[src/hw/rtl/gic_pkg.sv]
// Shared types, constants and register indexes of the greedy interval cover unit.
`timescale 1ns / 1ps
package gic_pkg;

  localparam int DEF_MAX_INTERVALS = 64;
  localparam int RESULT_LIMIT      = 64;
  localparam int RES_W             = $clog2(RESULT_LIMIT + 1);

  localparam logic [0:0] REG_TARGET_START = 1'b0;
  localparam logic [0:0] REG_TARGET_END   = 1'b1;

  typedef struct packed {
    logic signed [31:0] span_start;
    logic signed [31:0] span_end;
    logic               final_span;
  } in_word_t;

  typedef struct packed {
    logic signed [31:0] chosen_start;
    logic signed [31:0] chosen_end;
    logic               no_cover;
    logic               last_result;
  } out_word_t;

  typedef struct packed {
    logic signed [31:0] lo;
    logic signed [31:0] hi;
  } span_t;

  // Classified word passed from the front to the back
  typedef struct packed {
    logic  store;
    logic  run;
    span_t span;
  } cmd_t;

  typedef struct packed {
    logic signed [31:0] target_start;
    logic signed [31:0] target_end;
  } target_t;

endpackage

[src/hw/rtl/gic_ram.sv]
// Generic single write port, single read port RAM with registered read.
`timescale 1ns / 1ps
module gic_ram #(
  parameter int WIDTH = 64,
  parameter int DEPTH = 64
) (
  input  logic                     clk,
  input  logic                     we,
  input  logic [$clog2(DEPTH)-1:0] waddr,
  input  logic [WIDTH-1:0]         wdata,
  input  logic [$clog2(DEPTH)-1:0] raddr,
  output logic [WIDTH-1:0]         rdata
);

  logic [WIDTH-1:0] mem [DEPTH];

  // Write and registered read
  always_ff @(posedge clk) begin
    if (we) begin
      mem[waddr] <= wdata;
    end
    rdata <= mem[raddr];
  end

endmodule

[src/hw/rtl/gic_front.sv]
// Front end: accept input words, classify them as store, drop or run.
`timescale 1ns / 1ps
module gic_front #(
  parameter int MAX_INTERVALS = gic_pkg::DEF_MAX_INTERVALS
) (
  input  logic             clk,
  input  logic             rst_n,
  input  logic             in_valid,
  output logic             in_ready,
  input  gic_pkg::in_word_t in_data,
  output logic             cmd_valid,
  input  logic             cmd_ready,
  output gic_pkg::cmd_t    cmd
);
  import gic_pkg::*;

  localparam int CW = $clog2(MAX_INTERVALS + 1);

  logic [CW-1:0] fill_r, fill_nxt;
  logic          accept;
  logic          room;

  assign in_ready = cmd_ready;
  assign accept   = in_valid && cmd_ready;
  assign room     = fill_r < CW'(MAX_INTERVALS);

  // Classify: store while there is room, run on the final word
  always_comb begin
    cmd.store   = room;
    cmd.run     = in_data.final_span;
    cmd.span.lo = in_data.span_start;
    cmd.span.hi = in_data.span_end;
    cmd_valid   = in_valid && (room || in_data.final_span);
  end

  // Track how many intervals the current set holds
  always_comb begin
    fill_nxt = fill_r;
    if (accept) begin
      if (in_data.final_span) begin
        fill_nxt = '0;
      end else if (room) begin
        fill_nxt = fill_r + CW'(1);
      end
    end
  end

  always_ff @(posedge clk) begin
    if (!rst_n) begin
      fill_r <= '0;
    end else begin
      fill_r <= fill_nxt;
    end
  end

endmodule

[src/hw/rtl/gic_queue.sv]
// Two-entry queue between the front end and the cover engine.
`timescale 1ns / 1ps
module gic_queue (
  input  logic          clk,
  input  logic          rst_n,
  input  logic          push_valid,
  output logic          push_ready,
  input  gic_pkg::cmd_t push_data,
  output logic          pop_valid,
  input  logic          pop_ready,
  output gic_pkg::cmd_t pop_data
);
  import gic_pkg::*;

  cmd_t       slot_r [2];
  logic       wptr_r, wptr_nxt;
  logic       rptr_r, rptr_nxt;
  logic [1:0] used_r, used_nxt;
  logic       push, pop;

  assign push_ready = used_r != 2'd2;
  assign pop_valid  = used_r != 2'd0;
  assign pop_data   = slot_r[rptr_r];
  assign push       = push_valid && push_ready;
  assign pop        = pop_valid && pop_ready;

  // Advance pointers and occupancy
  always_comb begin
    wptr_nxt = push ? ~wptr_r : wptr_r;
    rptr_nxt = pop ? ~rptr_r : rptr_r;
    used_nxt = used_r + {1'b0, push} - {1'b0, pop};
  end

  always_ff @(posedge clk) begin
    if (!rst_n) begin
      wptr_r <= 1'b0;
      rptr_r <= 1'b0;
      used_r <= 2'd0;
    end else begin
      wptr_r <= wptr_nxt;
      rptr_r <= rptr_nxt;
      used_r <= used_nxt;
    end
  end

  // Hold payload
  always_ff @(posedge clk) begin
    if (push) begin
      slot_r[wptr_r] <= push_data;
    end
  end

endmodule

[src/hw/rtl/gic_back.sv]
// Cover engine: store intervals, run the greedy rounds, drive the result word.
`timescale 1ns / 1ps
module gic_back #(
  parameter int MAX_INTERVALS = gic_pkg::DEF_MAX_INTERVALS
) (
  input  logic               clk,
  input  logic               rst_n,
  input  logic               cmd_valid,
  output logic               cmd_ready,
  input  gic_pkg::cmd_t      cmd,
  input  gic_pkg::target_t   target,
  output logic               out_valid,
  input  logic               out_ready,
  output gic_pkg::out_word_t out_data
);
  import gic_pkg::*;

  localparam int AW = (MAX_INTERVALS > 1) ? $clog2(MAX_INTERVALS) : 1;
  localparam int CW = $clog2(MAX_INTERVALS + 1);

  typedef enum logic [2:0] {S_LOAD, S_START, S_SCAN, S_DECIDE} state_t;

  state_t             state_r, state_nxt;
  logic [CW-1:0]      count_r, count_nxt;
  logic [CW-1:0]      rd_idx_r, rd_idx_nxt;
  logic               rd_vld_r, rd_vld_nxt;
  logic               emit_r, emit_nxt;
  logic               first_r, first_nxt;
  logic               found_r, found_nxt;
  logic [RES_W-1:0]   nres_r, nres_nxt;
  logic signed [31:0] reach_r, reach_nxt;
  logic signed [31:0] prev_r, prev_nxt;
  span_t              best_r, best_nxt;
  logic               out_valid_r, out_valid_nxt;
  out_word_t          out_data_r, out_data_nxt;

  logic               ram_we;
  logic [63:0]        ram_rdata;
  span_t              rd_span;
  logic               slot_free;
  logic               cand, better, fail, done;

  assign rd_span   = span_t'(ram_rdata);
  assign slot_free = !out_valid_r || out_ready;
  assign cmd_ready = state_r == S_LOAD;
  assign ram_we    = (state_r == S_LOAD) && cmd_valid && cmd.store;
  assign out_valid = out_valid_r;
  assign out_data  = out_data_r;

  gic_ram #(
    .WIDTH($bits(span_t)),
    .DEPTH(MAX_INTERVALS)
  ) u_store (
    .clk  (clk),
    .we   (ram_we),
    .waddr(count_r[AW-1:0]),
    .wdata(64'(cmd.span)),
    .raddr(rd_idx_r[AW-1:0]),
    .rdata(ram_rdata)
  );

  // Candidate of this round: start above the previous reach, at or below the reach
  assign cand   = (first_r || (rd_span.lo > prev_r)) && (rd_span.lo <= reach_r);
  assign better = !found_r || (rd_span.hi > best_r.hi) ||
                  ((rd_span.hi == best_r.hi) && (rd_span.lo >= best_r.lo));
  assign fail   = !found_r || (best_r.hi < reach_r) ||
                  (!first_r && (best_r.hi == reach_r)) ||
                  (nres_r >= RES_W'(RESULT_LIMIT));
  assign done   = best_r.hi >= target.target_end;

  always_comb begin
    state_nxt     = state_r;
    count_nxt     = count_r;
    rd_idx_nxt    = rd_idx_r;
    rd_vld_nxt    = 1'b0;
    emit_nxt      = emit_r;
    first_nxt     = first_r;
    found_nxt     = found_r;
    nres_nxt      = nres_r;
    reach_nxt     = reach_r;
    prev_nxt      = prev_r;
    best_nxt      = best_r;
    out_valid_nxt = out_valid_r && !out_ready;
    out_data_nxt  = out_data_r;
    case (state_r)
      // Take words from the queue, store intervals
      S_LOAD: begin
        if (cmd_valid) begin
          if (cmd.store) begin
            count_nxt = count_r + CW'(1);
          end
          if (cmd.run) begin
            emit_nxt  = 1'b0;
            state_nxt = S_START;
          end
        end
      end
      // Open a pass from the target start
      S_START: begin
        reach_nxt  = target.target_start;
        first_nxt  = 1'b1;
        found_nxt  = 1'b0;
        nres_nxt   = '0;
        rd_idx_nxt = '0;
        state_nxt  = S_SCAN;
      end
      // Sweep the store, keep the best candidate
      S_SCAN: begin
        if (rd_idx_r < count_r) begin
          rd_idx_nxt = rd_idx_r + CW'(1);
          rd_vld_nxt = 1'b1;
        end
        if (rd_vld_r && cand && better) begin
          best_nxt  = rd_span;
          found_nxt = 1'b1;
        end
        if (!rd_vld_r && (rd_idx_r == count_r)) begin
          state_nxt = S_DECIDE;
        end
      end
      // Close the round: fail, next round, replay or emit
      S_DECIDE: begin
        if (fail) begin
          if (slot_free) begin
            out_valid_nxt             = 1'b1;
            out_data_nxt.chosen_start = '0;
            out_data_nxt.chosen_end   = '0;
            out_data_nxt.no_cover     = 1'b1;
            out_data_nxt.last_result  = 1'b1;
            count_nxt                 = '0;
            state_nxt                 = S_LOAD;
          end
        end else if (!emit_r) begin
          if (done) begin
            emit_nxt  = 1'b1;
            state_nxt = S_START;
          end else begin
            prev_nxt   = reach_r;
            reach_nxt  = best_r.hi;
            first_nxt  = 1'b0;
            found_nxt  = 1'b0;
            nres_nxt   = nres_r + RES_W'(1);
            rd_idx_nxt = '0;
            state_nxt  = S_SCAN;
          end
        end else if (slot_free) begin
          out_valid_nxt             = 1'b1;
          out_data_nxt.chosen_start = best_r.lo;
          out_data_nxt.chosen_end   = best_r.hi;
          out_data_nxt.no_cover     = 1'b0;
          out_data_nxt.last_result  = done;
          if (done) begin
            count_nxt = '0;
            state_nxt = S_LOAD;
          end else begin
            prev_nxt   = reach_r;
            reach_nxt  = best_r.hi;
            first_nxt  = 1'b0;
            found_nxt  = 1'b0;
            nres_nxt   = nres_r + RES_W'(1);
            rd_idx_nxt = '0;
            state_nxt  = S_SCAN;
          end
        end
      end
      default: begin
        state_nxt = S_LOAD;
      end
    endcase
  end

  always_ff @(posedge clk) begin
    if (!rst_n) begin
      state_r     <= S_LOAD;
      count_r     <= '0;
      rd_idx_r    <= '0;
      rd_vld_r    <= 1'b0;
      emit_r      <= 1'b0;
      first_r     <= 1'b1;
      found_r     <= 1'b0;
      nres_r      <= '0;
      reach_r     <= '0;
      prev_r      <= '0;
      best_r      <= '0;
      out_valid_r <= 1'b0;
    end else begin
      state_r     <= state_nxt;
      count_r     <= count_nxt;
      rd_idx_r    <= rd_idx_nxt;
      rd_vld_r    <= rd_vld_nxt;
      emit_r      <= emit_nxt;
      first_r     <= first_nxt;
      found_r     <= found_nxt;
      nres_r      <= nres_nxt;
      reach_r     <= reach_nxt;
      prev_r      <= prev_nxt;
      best_r      <= best_nxt;
      out_valid_r <= out_valid_nxt;
    end
  end

  // Hold result payload
  always_ff @(posedge clk) begin
    out_data_r <= out_data_nxt;
  end

`ifndef SYNTHESIS
  a_count_bound: assert property (@(posedge clk) disable iff (!rst_n)
    count_r <= CW'(MAX_INTERVALS)) else $error("interval count beyond store depth");

  a_scan_bound: assert property (@(posedge clk) disable iff (!rst_n)
    (state_r == S_SCAN) |-> (rd_idx_r <= count_r))
    else $error("scan index past stored intervals");

  a_load_only_idle: assert property (@(posedge clk) disable iff (!rst_n)
    ram_we |-> (state_r == S_LOAD)) else $error("store written outside loading");

  a_reach_rises: assert property (@(posedge clk) disable iff (!rst_n)
    (state_r == S_SCAN && !first_r) |-> (reach_r >= prev_r))
    else $error("reach fell between rounds");
`endif

endmodule

[src/hw/rtl/greedy_interval_cover_unit.sv]
// Top level of the greedy interval cover unit: config registers, front, queue, engine.
// Loading: one word per cycle while the queue has room; no result until the final word.
// Run: two passes (check, then emit) of R rounds, each round a sweep of N stored intervals;
//   one result word per round on the emit pass.
// Throughput is set by the store's single read port swept once per round.
// Reset (rst_n low, synchronous): empty set, engine idle, targets zero, no result pending.
`timescale 1ns / 1ps
module greedy_interval_cover_unit #(
  parameter int MAX_INTERVALS = gic_pkg::DEF_MAX_INTERVALS
) (
  input  logic               clk,
  input  logic               rst_n,
  input  logic               in_valid,
  output logic               in_ready,
  input  gic_pkg::in_word_t  in_data,
  output logic               out_valid,
  input  logic               out_ready,
  output gic_pkg::out_word_t out_data,
  input  logic               cfg_valid,
  output logic               cfg_ready,
  input  logic [0:0]         cfg_index,
  input  logic [31:0]        cfg_data
);
  import gic_pkg::*;

  target_t target_r, target_nxt;
  cmd_t    f_cmd, q_cmd;
  logic    f_valid, f_ready, q_valid, q_ready;

  assign cfg_ready = 1'b1;

  // Write target registers
  always_comb begin
    target_nxt = target_r;
    if (cfg_valid) begin
      case (cfg_index)
        REG_TARGET_START: target_nxt.target_start = cfg_data;
        REG_TARGET_END:   target_nxt.target_end   = cfg_data;
        default:          target_nxt = target_r;
      endcase
    end
  end

  always_ff @(posedge clk) begin
    if (!rst_n) begin
      target_r <= '0;
    end else begin
      target_r <= target_nxt;
    end
  end

  gic_front #(.MAX_INTERVALS(MAX_INTERVALS)) u_front (
    .clk      (clk),
    .rst_n    (rst_n),
    .in_valid (in_valid),
    .in_ready (in_ready),
    .in_data  (in_data),
    .cmd_valid(f_valid),
    .cmd_ready(f_ready),
    .cmd      (f_cmd)
  );

  gic_queue u_queue (
    .clk       (clk),
    .rst_n     (rst_n),
    .push_valid(f_valid),
    .push_ready(f_ready),
    .push_data (f_cmd),
    .pop_valid (q_valid),
    .pop_ready (q_ready),
    .pop_data  (q_cmd)
  );

  gic_back #(.MAX_INTERVALS(MAX_INTERVALS)) u_back (
    .clk      (clk),
    .rst_n    (rst_n),
    .cmd_valid(q_valid),
    .cmd_ready(q_ready),
    .cmd      (q_cmd),
    .target   (target_r),
    .out_valid(out_valid),
    .out_ready(out_ready),
    .out_data (out_data)
  );

endmodule
[config.mk]
export PLATFORM = sky130hd
export DESIGN_NAME = greedy_interval_cover_unit
export DESIGN_NICKNAME = d
export VERILOG_FILES = /design/src/hw/rtl/gic_pkg.sv /design/src/hw/rtl/gic_ram.sv /design/src/hw/rtl/gic_front.sv /design/src/hw/rtl/gic_queue.sv /design/src/hw/rtl/gic_back.sv /design/src/hw/rtl/greedy_interval_cover_unit.sv
export SDC_FILE = /design/constraint.sdc
export NUM_CORES = 2
export LEC_CHECK = 0
export BUFFER_PORTS_ARGS = -buffer_cell sky130_fd_sc_hd__buf_4
export CAP_MARGIN = 10
export CORE_UTILIZATION = 45
export CTS_CLUSTER_SIZE = 28
export DETAILED_ROUTE_END_ITERATION = 8
export PLACE_DENSITY = 0.63
export SETUP_SLACK_MARGIN = 0.5
export SLEW_MARGIN = 20
export SYNTH_ARGS = -nofsm -noshare
export SYNTH_HDL_FRONTEND = slang
export SYNTH_MEMORY_MAX_BITS = 65536
export SYNTH_SLANG_ARGS = --single-unit
[constraint.sdc]
create_clock -name clk -period 7.67 [get_ports clk]
set_input_delay 1.534 -clock clk [delete_from_list [all_inputs] [get_ports clk]]
set_output_delay 1.534 -clock clk [all_outputs]
set_load 0.01 [all_outputs]
==> flow_summary.json <==
{
  "crit_path_start_kind": "flip-flop",
  "worstSetupPathType": "flip-flop to flip-flop",
  "fmax_ghz": 0.210,
  "crit_required_ns": 8.57,
  "clkSinkCount": 4590,
  "rr_startpoint": "u_back.reach_r[10]",
  "cts_buffers": 446,
  "first_iter_violations": 11710,
  "initial_core_util": 0.452,
  "period_share": 0.620,
  "crit_buf_inv": 2,
  "critPathTopFamily": "compound AO/OA/AOI/OAI gates",
  "die_w_um": 630,
  "netlist_instances": 8033,
  "place_hpwl_um": 259000,
  "num_rows": 230,
  "path_cells": "inv_1 -> ha_1 -> nand4_1 -> a2111oi_0 -> o31ai_1 -> a21oi_1 -> a21o_2 -> buf_4 -> nor2_1 -> a311oi_2",
  "coreArea_mm2": 0.393,
  "cpMaxStageDelayCell": "a2111oi_0",
  "final_cell_mix": "4294 x edfxtp_1, 1344 x mux4_2, 455 x clkbuf_16",
  "ctsLongestPathBuffers": 4,
  "die-area_mm2": 0.397,
  "cp_max_fo": 40,
  "syn_area_mm2": 0.178,
  "rsz0062_at_grt": "no",
  "ys_ff_latch": 4590,
  "hold_viol": 0,
  "ys_seq_area_frac": 0.760,
  "nNetsFinal": 8738,
  "drt-total-wl_um": 483000,
  "clk_latency_ns": 1.02,
  "synth_warnings": 0,
  "ys_types": 72,
  "slew_headroom": 0.199,
  "end_kind": "flip-flop",
  "first_pass_iters": 5,
  "vias_per_cell": 6.17,
  "cts.clk_slew.worst_paths_ns": 0.06,
  "track_usage": 0.241,
  "cp.depth": 10,
  "htree_levels": 5,
  "place_inst": 13198,
  "vias": 86710,
  "antenna_found_initial": 25,
  "reg2reg_depth": 10,
  "critPathArrivalTime_ns": 5.65,
  "hp-class": "flip-flop to flip-flop",
  "route.detailed.drc": 0,
  "p_leak_nw": 60.7,
  "whs_endpoint": "target_r[47]",
  "post-route-util": 0.512,
  "io_buffers": 170,
  "tightest_slew_ns": 1.20,
  "min_from": "target_r[47]",
  "grt_pass1_vias": 86826,
  "cts_tree": "yes",
  "grt_pass1_wl_um": 676000,
  "r2r-end": "u_back.reach_r[2]",
  "peakVddDrop_mv": 0.216,
  "cts_setup_buffers": 0,
  "p_per_area_mw_per_mm2": 296,
  "die_y_um": 630,
  "place_congestion": 0.888,
  "layout-drive-gt1-share": 0.288,
  "ant_nets": 0,
  "outcome": "finished clean",
  "mostFrequentLayoutCell": "edfxtp_1",
  "stdcell_count": 14045,
  "syn_to_final_growth_pct": 13.2,
  "synth_ff_type": "edfxtp_1",
  "async_reset_ff_frac": 0,
  "slowest_delay_ns": 0.92,
  "timing.setup.tns_ns": 0,
  "grt.overflow.total": 0,
  "whs_path_depth": 2,
  "fin_skew_ns": 0.0520,
  "r2r_slack_ns": 2.92,
  "drv_slew": 0,
  "routedWlPerCell_um": 34.4,
  "cts-hold-fix-buffers": 0,
  "synth-edff-count": 4294,
  "setup_viol": 0,
  "syn_area_per_cell_um2": 22.1,
  "period_minus_slack_ns": 4.75,
  "maxCapViolCount": 0,
  "cts_root_buffer": "clkbuf_16",
  "io_pins": 172,
  "synth.net_count": 8341,
  "grt_max_degree": 165,
  "cts_resized": 0
}
[synth_stat cells, drive strengths merged (33+ instances only)]
master | count | area, um2
edfxtp | 4294 | 129000
mux4 | 1344 | 30300
nand2 | 386 | 1450
dfxtp | 296 | 5930
clkbuf | 234 | 878
ha | 205 | 2560
nor2 | 202 | 758
a21oi | 186 | 935
inv | 181 | 679
buf | 173 | 911
nand3 | 74 | 370
mux2i | 69 | 691
o21ai | 69 | 345
mux2 | 64 | 721
nand4 | 40 | 250
a311oi | 33 | 477
[routing by layer]
| layer | routed length, um | track usage |
|---|---|---|
| met5 | 50 | 0 |
| met4 | 14900 | 0.0683 |
| met3 | 40200 | 0.0369 |
| met2 | 232000 | 0.388 |
| met1 | 195000 | 0.344 |
[state kept, by name (all words and copies together), names as in the netlist, named ones only]
name                  count
target_r                 64
u_back.best_r            64
u_back.count_r            7
u_back.emit_r             1
u_back.first_r            1
u_back.found_r            1
u_back.nres_r             7
u_back.out_data          66
u_back.out_valid          1
u_back.prev_r            32
u_back.rd_idx_r           7
u_back.rd_vld_r           1
u_back.reach_r           32
u_back.state_r            2
u_back.u_store.mem     4096
u_back.u_store.rdata     64
u_front.fill_r            7
u_queue.rptr_r            1
u_queue.slot_r          132
u_queue.used_r            2
u_queue.wptr_r            1
[worst register-to-register path: stages (launching register included)]
cell	delay, ns
dfxtp_1	0.45
inv_1	0.23
ha_1	0.36
nand4_1	0.25
a2111oi_0	0.92
o31ai_1	0.22
a21oi_1	0.56
a21o_2	0.70
buf_4	0.58
nor2_1	0.13
a311oi_2	0.26
[area by class of cell]
| cell class | instances | area (um2) |
|---|---|---|
| fill | 30208 | 192000 |
| inverter | 182 | 691 |
| sequential | 4590 | 135000 |
| clock inverter | 276 | 2610 |
| antenna | 11 | 27.5 |
| clock buffer | 556 | 11900 |
| tap | 5220 | 6530 |
| multi-input combinational | 2854 | 40900 |
| timing repair buffer | 356 | 3360 |
[cell families (layout without fill, tap and decap cells)]
family                   count (synthesis)  after routing  share of synthesized area
AO/OA/AOI/OAI                          373            373                     0.0138
XOR/XNOR                                11             11                   0.000543
adder cells (fa/ha/maj)                205            205                     0.0144
buffers and inverters                  589           1370                     0.0139
flip-flops                            4590           4590                      0.760
multiplexers                          1477           1477                      0.178
other                                    1             12                  0.0000211
AND/OR/NAND/NOR                        787            787                     0.0191
[how the worst max path moves through the flow]
stage                                   from                   end  slack, ns
finish                    u_back.reach_r[10]     u_back.reach_r[2]       2.92
global route              u_back.reach_r[10]     u_back.reach_r[1]       2.93
CTS                 u_back.u_store.rdata[63]      u_back.best_r[2]       2.93
detailed placement  u_back.u_store.rdata[63]     u_back.best_r[59]       2.99
global placement    u_back.u_store.rdata[45]      u_back.best_r[8]       2.97
floorplan                           in_valid  u_queue.slot_r[0][0]       2.17
[per-stage QoR]
step                instance area (um2)  hold slack [ns]  worst slack [ns]  total power, mW
floorplan                        178000            0.435              2.17             35.0
global placement                 186000            0.443              2.97             37.7
detailed placement               186000            0.448              2.99             38.0
CTS                              201000            0.457              2.93             59.6
global route                     201000            0.474              2.93             61.1
finish                           201000            0.455              2.92             59.4
[report_power, final]
group	total, mW	switching (mW)	internal (mW)
registers	30.5	0.615	29.9
clock network	21.9	9.45	12.4
logic	7.03	4.77	2.26
total	59.4	14.8	44.6
(Power assumes the default switching activity.)
